File: config.mk
export PLATFORM = sky130hd
export DESIGN_NAME = rws_mod
export DESIGN_NICKNAME = d
export VERILOG_FILES = /design/src/rtl/rws_pkg.sv /design/src/rtl/rws_mod.sv
export SDC_FILE = /design/constraint.sdc
export NUM_CORES = 1
export LEC_CHECK = 0
export BUFFER_PORTS_ARGS = -buffer_cell sky130_fd_sc_hd__buf_2
export CAP_MARGIN = 10
export CORE_MARGIN = 8
export CORE_UTILIZATION = 39
export CTS_CLUSTER_DIAMETER = 200
export DETAILED_ROUTE_END_ITERATION = 6
export GPL_TIMING_DRIVEN = 0
export PLACE_DENSITY_LB_ADDON = 0.15
export SYNTH_ARGS = -nofsm -noshare
export SYNTH_HDL_FRONTEND = slang
export SYNTH_SLANG_ARGS = --single-unit
File: constraint.sdc
create_clock -name clk -period 6.71 [get_ports clk]
set_input_delay 0.3355 -clock clk [delete_from_list [all_inputs] [get_ports clk]]
set_output_delay 0.3355 -clock clk [all_outputs]
set_load 0.01 [all_outputs]
File: src/rtl/rws_pkg.sv
`default_nettype none

package rws_pkg;

    localparam int MAX_POP  = 256;
    localparam int FIT_W    = 32;
    localparam int RND_W    = 32;
    localparam int IDX_W    = $clog2(MAX_POP);
    localparam int CNT_W    = $clog2(MAX_POP + 1);
    localparam int TOT_W    = FIT_W + $clog2(MAX_POP);
    localparam int CHOSEN_W = 8;
    localparam int STATUS_W = 2;
    localparam int SIZE_W   = 9;

    localparam logic [STATUS_W-1:0] ST_OK         = 2'd0;
    localparam logic [STATUS_W-1:0] ST_NOT_LOADED = 2'd1;
    localparam logic [STATUS_W-1:0] ST_ZERO_TOTAL = 2'd2;

    localparam logic CMD_LOAD = 1'b0;
    localparam logic CMD_PICK = 1'b1;

endpackage

`default_nettype wire

File: src/rtl/rws_mod.sv
`default_nettype none

// Restoring remainder, one dividend bit per cycle.
module rws_mod (
    input  wire logic                       clk,
    input  wire logic                       rst_n,
    input  wire logic                       start,
    input  wire logic [rws_pkg::RND_W-1:0]  dividend,
    input  wire logic [rws_pkg::TOT_W-1:0]  divisor,
    output logic                            done,
    output logic      [rws_pkg::RND_W-1:0]  remainder
);
    import rws_pkg::*;

    localparam int STEP_W = $clog2(RND_W);

    logic                busy_reg, busy_next;
    logic                done_reg, done_next;
    logic [STEP_W-1:0]   step_reg, step_next;
    logic [RND_W-1:0]    dvd_reg, dvd_next;
    logic [TOT_W-1:0]    dsr_reg, dsr_next;
    logic [TOT_W-1:0]    rem_reg, rem_next;
    logic [TOT_W:0]      shifted;

    always_comb
    begin
        busy_next = busy_reg;
        done_next = 1'b0;
        step_next = step_reg;
        dvd_next  = dvd_reg;
        dsr_next  = dsr_reg;
        rem_next  = rem_reg;
        shifted   = {rem_reg, dvd_reg[RND_W-1]};
        if (start)
        begin
            busy_next = 1'b1;
            step_next = STEP_W'(RND_W - 1);
            dvd_next  = dividend;
            dsr_next  = divisor;
            rem_next  = '0;
        end
        else if (busy_reg)
        begin
            if (shifted >= {1'b0, dsr_reg})
            begin
                rem_next = TOT_W'(shifted - {1'b0, dsr_reg});
            end
            else
            begin
                rem_next = shifted[TOT_W-1:0];
            end
            dvd_next  = {dvd_reg[RND_W-2:0], 1'b0};
            step_next = step_reg - 1'b1;
            if (step_reg == '0)
            begin
                busy_next = 1'b0;
                done_next = 1'b1;
            end
        end
    end

    always_ff @(posedge clk or negedge rst_n)
    begin
        if (!rst_n)
        begin
            busy_reg <= 1'b0;
            done_reg <= 1'b0;
            step_reg <= '0;
        end
        else
        begin
            busy_reg <= busy_next;
            done_reg <= done_next;
            step_reg <= step_next;
        end
    end

    always_ff @(posedge clk)
    begin
        dvd_reg <= dvd_next;
        dsr_reg <= dsr_next;
        rem_reg <= rem_next;
    end

    // remainder never exceeds the dividend
    assign remainder = rem_reg[RND_W-1:0];
    assign done      = done_reg;

`ifndef NO_ASSERTIONS
    a_rem_below_divisor: assert property (@(posedge clk) disable iff (!rst_n)
        busy_reg |-> rem_reg < dsr_reg)
        else $error("remainder not below divisor");

    a_done_after_busy: assert property (@(posedge clk) disable iff (!rst_n)
        done_reg |-> $past(busy_reg))
        else $error("done without a running division");
`endif

endmodule

`default_nettype wire

==> impl_results.md, run 1 <==
- Status: finished clean
- Crit. Startpoint: dvd_reg[31]$_DFFE_PP_
- Area delta synth->final: 19.9%
- Num ports: 108
- Reg2reg setup slack: 2880 ps
- Die Area: roughly 0.023 mm2
- Die W: 152 um
- Max VDD drop: approximately 0.00024 V
- Iteration-0 DRC Markers: 326
- Ys async rst share: 0.0588
- Skew final: 14.0 ps
- Share of the synthesized area in the top cell type: 0.301
- Setup TNS: 0 ps
- Total track usage: 0.156
- Drt first pass iters: 4
- Post-cts resize count: 0
- Primary flip-flop cell chosen by synthesis mapping: edfxtp_1
- Initial core utilization: 0.399
- Crit-path leading delay family: compound AO/OA/AOI/OAI gates
- Cell area after synthesis: 0.00719 mm2
- Worst slew pin tran: 977 ps
- Critical path's largest stage delay: 660 ps
- RePlAce Congestion: 0.896
- Cell row count: slightly below 50
- Clock period minus worst slack: ~3800 ps
- Max H-tree Level: 4
- Worst hold path class: primary input to flop
- Largest net degree at the start of global routing: 42
- Net count after synthesis: just over 800
- EDFF count, synth: just over 70
- Final Hold Viols: 0
- Yosys reg bits: about 120
- CTS tree: built
- Crit path kind: flop to flop
- DR WL/cell: approximately 16 um
- Max Cap Viol: 0
- Filler cells: 1744
- Placed wire-length estimate: 12.7 mm
- Synth Instances: 704
- Clock Sinks: between 100 and 150
- Final Util: 0.478
- ANT nets after route: 0
- Share of cells above drive strength 1: 0.271
- # placed instances: 1040
- Area leader, netlist: edfxtp_1
- Via-per-instance ratio: 5.14
- Max Fanout on Critical Path: 5
- Largest cells by area after synthesis: edfxtp_1 (30%), dfxtp_1 (11%), ha_1 (7.3%)
- Critical Path Sink: rem_reg[32]$_SDFFE_PP0P_
- PwrDens: 421 mW/mm2
- Synth warnings: 0
- Slew Viols, Final: 0
- CTS Root Cell: clkbuf_16
- Register area share after synthesis: 0.436
- Clk Latency, worst-skew pair: between 400 and 500 ps
- Crit-path slowest cell: a311oi_1
- Avg Cell Area, Syn: 10.2 um2
- Initial antenna violation count: 0
- Tcrit/Tclk final: 0.570
- Reg2reg end: rem_reg[32]$_SDFFE_PP0P_
- Ant. Diodes: 0
- LEAKAGE: 3.75 nW
- Vias in the first global route: 5770
- Startpoint Class: flop
- CP endpoint kind: flop
- # setup viols final: 0
- DRC: 0
- Core Area: 0.0180 mm2
- Levels on crit path: 14
- Final wirelength: approximately 17 mm
- GR Overflow Total: 0
- Most frequent cells in the layout: buf_2 (114), edfxtp_1 (72), inv_1 (57)
- Via Count: 5522
- Die height: 152 um
- Num CTS Buffers: 17
- Worst r2r path cells: 14
- CTS clk-pin slew, worst paths: 60 ps
- Clock buffer depth: 2
- Most common cell after layout, fill and taps aside: buf_2
- Final nets: 950
- Synth cell types: 60
- RSZ-0062 raised after global routing: false
- Fin cells: approximately 1100
- Critical path arrival: 4160 ps
- Cell chain of the critical path: inv_1, ha_1, inv_1, fa_1, a21o_1, a221oi_2, o211ai_1, o211ai_1, o21ai_1, a311oi_1, o21ai_0, xor2_1, mux2i_1, a211oi_1
- Reg2Reg Launch Point: dvd_reg[31]$_DFFE_PP_
- Max Clock Freq: approximately 0.26 GHz
- WP data required: 7040 ps
- # port buffers: 107
- Worst slew margin: 0.349
- Buf/Inv on CP: 2
- First-pass GRT wire length: 28.3 mm
worst register-to-register path: stages, from the launching register on:
cell and delay, ps:
edfxtp_1 370, inv_1 80, ha_1 160, inv_1 50
fa_1 400, a21o_1 230, a221oi_2 490, o211ai_1 140
o211ai_1 220, o21ai_1 220, a311oi_1 660, o21ai_0 220
xor2_1 180, mux2i_1 90, a211oi_1 230
power by group:
part | leakage (nW) | switching [mW] | internal, mW
clock network | 0.271 | 0.370 | 0.518
logic | 2.36 | 0.882 | 0.800
registers | 1.13 | 0.130 | 0.929
total | 3.75 | 1.38 | 2.25
how the worst min path moves through the flow:
| stage | from | end | cells past startpoint |
|---|---|---|---|
| finish | divisor[7] | dsr_reg[7]$_DFFE_PP_ | 1 |
| global placement | rst_n | done$_DFF_PN0_ | 1 |
| CTS | divisor[7] | dsr_reg[7]$_DFFE_PP_ | 1 |
| floorplan | rst_n | busy_reg$_DFF_PN0_ | 0 |
| detailed placement | rst_n | done$_DFF_PN0_ | 1 |
| global route | divisor[7] | dsr_reg[7]$_DFFE_PP_ | 1 |
what timing repair did:
action / 4_1_cts / 5_1_grt
hold buffers: 1 / 0
buffers inserted: 0 / 0
hold endpoints to repair: 7 / 0
endpoints found under the setup margin: 0 / 0
stage by stage:
step                hold WS [ps]  cell area (um2)  setup slack [ps]  power [mW]
floorplan                   39.9             7190              3730        2.35
CTS                         63.0             8590              2950        3.66
global route                58.2             8620              2640        3.89
global placement             170             8010              3020        2.73
detailed placement           181             8010              3040        2.75
finish                      78.0             8620              2880        3.63
Yosys cell counts, types with 20 or more instances:
cell type,n
a211oi_1,33
a21oi_1,42
buf_4,34
clkbuf_1,20
dfxtp_1,40
edfxtp_1,72
ha_1,42
inv_1,57
mux2_2,32
mux2i_1,36
nand2_1,39
nor2_1,47
o21ai_0,34
xnor2_1,26
cell families (layout without fill, tap and decap cells):
logic type / count (synthesis) / in the layout / synth area share
muxes: 68 / 68 / 0.100
DFF: 119 / 119 / 0.436
adders and majority gates: 43 / 43 / 0.0759
and+or+nand+nor: 145 / 145 / 0.0954
buffers and inverters: 121 / 262 / 0.0853
xor gates and xnor gates: 41 / 41 / 0.0499
AOI/OAI and AO/OA: 167 / 167 / 0.157
per-layer routing:
layer,part of all wire,global-route usage,up-vias
met3,0.050,0.0428,24
met2,0.47,0.256,115
met5,0,0,-
li1,-,-,2754
met4,0.019,0.0573,0
met1,0.46,0.193,2629
cell type report:
type | count | area [um2] | area share
Sequential cell | 119 | 3140 | 0.364
Multi-Input combinational cell | 464 | 3440 | 0.399
Inverter | 57 | 214 | 0.0248
Timing Repair Buffer | 109 | 573 | 0.0665
Buffer | 64 | 399 | 0.0463
Tap cell | 229 | 287 | 0.0333
Clock inverter | 14 | 139 | 0.0161
Clock buffer | 18 | 429 | 0.0498
Power figures use the tool's default switching activity.
==> inputs of run 2 (changes only) <==
==> constraint.sdc (replaced) <==
create_clock -name clk -period 3.17 [get_ports clk]
set_input_delay 0.1585 -clock clk [delete_from_list [all_inputs] [get_ports clk]]
set_output_delay 0.1585 -clock clk [all_outputs]
set_load 0.01 [all_outputs]
==> impl_results.md, run 2 (synthesized netlist as in run 1, its figures left out) <==
- Most common cell after layout, fill and taps aside: buf_2
- Clock buffer depth: 2
- Critical path arrival: 3270 ps
- Die height: around 150 um
- Final instance area: 0.00925 mm2
- Reg2Reg Launch Point: dsr_reg[21]$_DFFE_PP_
- Reg2reg end: rem_reg[29]$_SDFFE_PP0P_
- RSZ-0062 raised after global routing: true
- First-pass GRT wire length: 28.8 mm
- Reg2reg setup slack: 180 ps
- Initial antenna violation count: 0
- # port buffers: 107
- PwrDens: 866 mW/mm2
- DRC: 0
- Drt first pass iters: 5
- Cell chain of the critical path: inv_1, ha_1, clkbuf_4, nand4_1, or3_4, nor2_4, a2111oi_4, o21ai_4, a31oi_4, o41ai_4, buf_4, buf_12, mux2i_1, a211oi_1
- Tcrit/Tclk final: 0.944
- Filler cells: 1695
- CTS Root Cell: clkbuf_16
- Final Hold Viols: 0
- Sequential cell area: 0.00314 mm2
- Max Cap Viol: 0
- Max Clock Freq: 0.334 GHz
- DP Area: about 0.008 mm2
- P_int: 4.98 mW
- Clk Latency, worst-skew pair: 430 ps
- Max H-tree Level: 4
- Max Fanout on Critical Path: 10
- Gate power share: 0.484
- Placed wire-length estimate: between 10 and 15 mm
- Largest net degree at the start of global routing: 42
- Status: finished clean
- Area delta synth->final: 28.6%
- # setup viols final: 0
- Num CTS Buffers: 17
- Cell row count: 49
- Post-route setup slack: 178 ps
- WP data required: 3450 ps
- Clock share of power: 0.235
- Final nets: roughly 1000
- Switching part of the total: 0.378
- Worst r2r path cells: 14
- Startpoint Class: flop
- CP endpoint kind: flop
- Most frequent cells in the layout: buf_2 (110), edfxtp_1 (72), inv_1 (55)
- ANT nets after route: 0
- P_sw: between 3 and 4 mW
- Die Area: 0.0230 mm2
- Slew Viols, Final: 0
- Sequential group share of total power: 0.281
- Via-per-instance ratio: 5.09
- Skew final: 13.6 ps
- WHS Path Cells: 2
- Hold Path Sink: dvd_reg[0]$_SDFFCE_PN0P_
- Worst slew pin tran: 980 ps
- DR WL/cell: 15.9 um
- Iteration-0 DRC Markers: 317
- Initial core utilization: 0.399
- Core Area: 0.0180 mm2
- Critical path's largest stage delay: 420 ps
- Num ports: approximately 110
- Buf/Inv on CP: 4
- Max VDD drop: 0.000509 V
- Hold path start: dividend[0]
- RePlAce Congestion: 0.896
- Crit. Startpoint: dsr_reg[21]$_DFFE_PP_
- CTS tree: built
- Area of the multi-input gates: 0.00354 mm2
- Worst hold path class: primary input to flop
- Share of cells above drive strength 1: 0.288
- Worst slew margin: 0.347
- Total track usage: 0.158
- Clock period minus worst slack: 2990 ps
- LEAKAGE: between 4 and 5 nW
- Via Count: 5726
- Final wirelength: 17.9 mm
- Crit path kind: flop to flop
- Clock Sinks: 119
- Crit-path leading delay family: compound AO/OA/AOI/OAI gates
- Crit-path slowest cell: or3_4
- Ant. Diodes: 0
- Die W: 152 um
- Setup WS pre-CTS: -498 ps
- CTS clk-pin slew, worst paths: 60 ps
- GR Overflow Total: 0
- Vias in the first global route: 5963
==> run 2: cell count changes in the layout (fill, tap and decap cells not counted), moves of 3 or more <==
cell and delta:
dlygate4sd3_1 +40, buf_6 -3, a211oi_2 +3, buf_4 +16, a211oi_1 -3, buf_12 +3, buf_2 -4
==> run 2: how the worst max path moves through the flow <==
stage                                     endpoint  slack, ps  cells after the start
final                     rem_reg[29]$_SDFFE_PP0P_        180                     14
after global routing      rem_reg[36]$_SDFFE_PP0P_        -20                     15
after CTS                 rem_reg[34]$_SDFFE_PP0P_       -0.9                     14
after detailed placement  rem_reg[32]$_SDFFE_PP0P_       -500                     14
after global placement    rem_reg[32]$_SDFFE_PP0P_       -520                     14
after floorplan           rem_reg[32]$_SDFFE_PP0P_        190                     14
==> run 2: final cells by class <==
cell class                 instances  share of cell area
multi-input combinational        464               0.383
sequential                       119               0.339
timing repair buffer             163               0.118
clock buffer                      18              0.0464
buffer                            61              0.0441
tap                              229              0.0310
inverter                          57              0.0231
clock inverter                    14              0.0150
==> run 2: through the flow <==
| stage | power (mW) | TNS (ps) | util | hold WS, ps | instances |
|---|---|---|---|---|---|
| 4_1_cts | 7.91 | -0.898 | 0.504 | 0.0173 | 1120 |
| 6_report | 8.01 | 0 | 0.513 | 16.9 | 1125 |
| 5_1_grt | 8.56 | -42.0 | 0.513 | 15.3 | 1125 |
| 3_3_place_gp | 5.79 | -4820 | 0.444 | -7.46 | 1040 |
| 2_1_floorplan | 4.98 | 0 | - | -137 | 704 |
| 3_5_place_dp | 5.83 | -7040 | 0.444 | 4.01 | 1040 |
==> run 2: power groups by stage <==
| stage | clock (mW) | sequential (mW) | combinational (mW) |
|---|---|---|---|
| detailed placement | 0 | 2.27 | 3.56 |
| global route | 1.99 | 2.29 | 4.27 |
| floorplan | 0 | 2.18 | 2.80 |
| finish | 1.88 | 2.25 | 3.88 |
| global placement | 0 | 2.26 | 3.52 |
| CTS | 1.93 | 2.25 | 3.73 |
==> run 2: per-layer routing <==
metal	track usage	vias up	routed length (um)
li1	-	2853	-
met1	0.196	2744	8290
met2	0.261	109	8490
met3	0.0410	20	799
met4	0.0578	0	301
met5	0	-	0
==> run 2: timing repair <==
item                                    CTS  global route
pin swaps                                 8            13
hold buffers                             41             0
gates resized for setup                   6            29
setup buffers                             7             7
hold endpoints to repair                 47             0
endpoints found under the setup margin   40            40
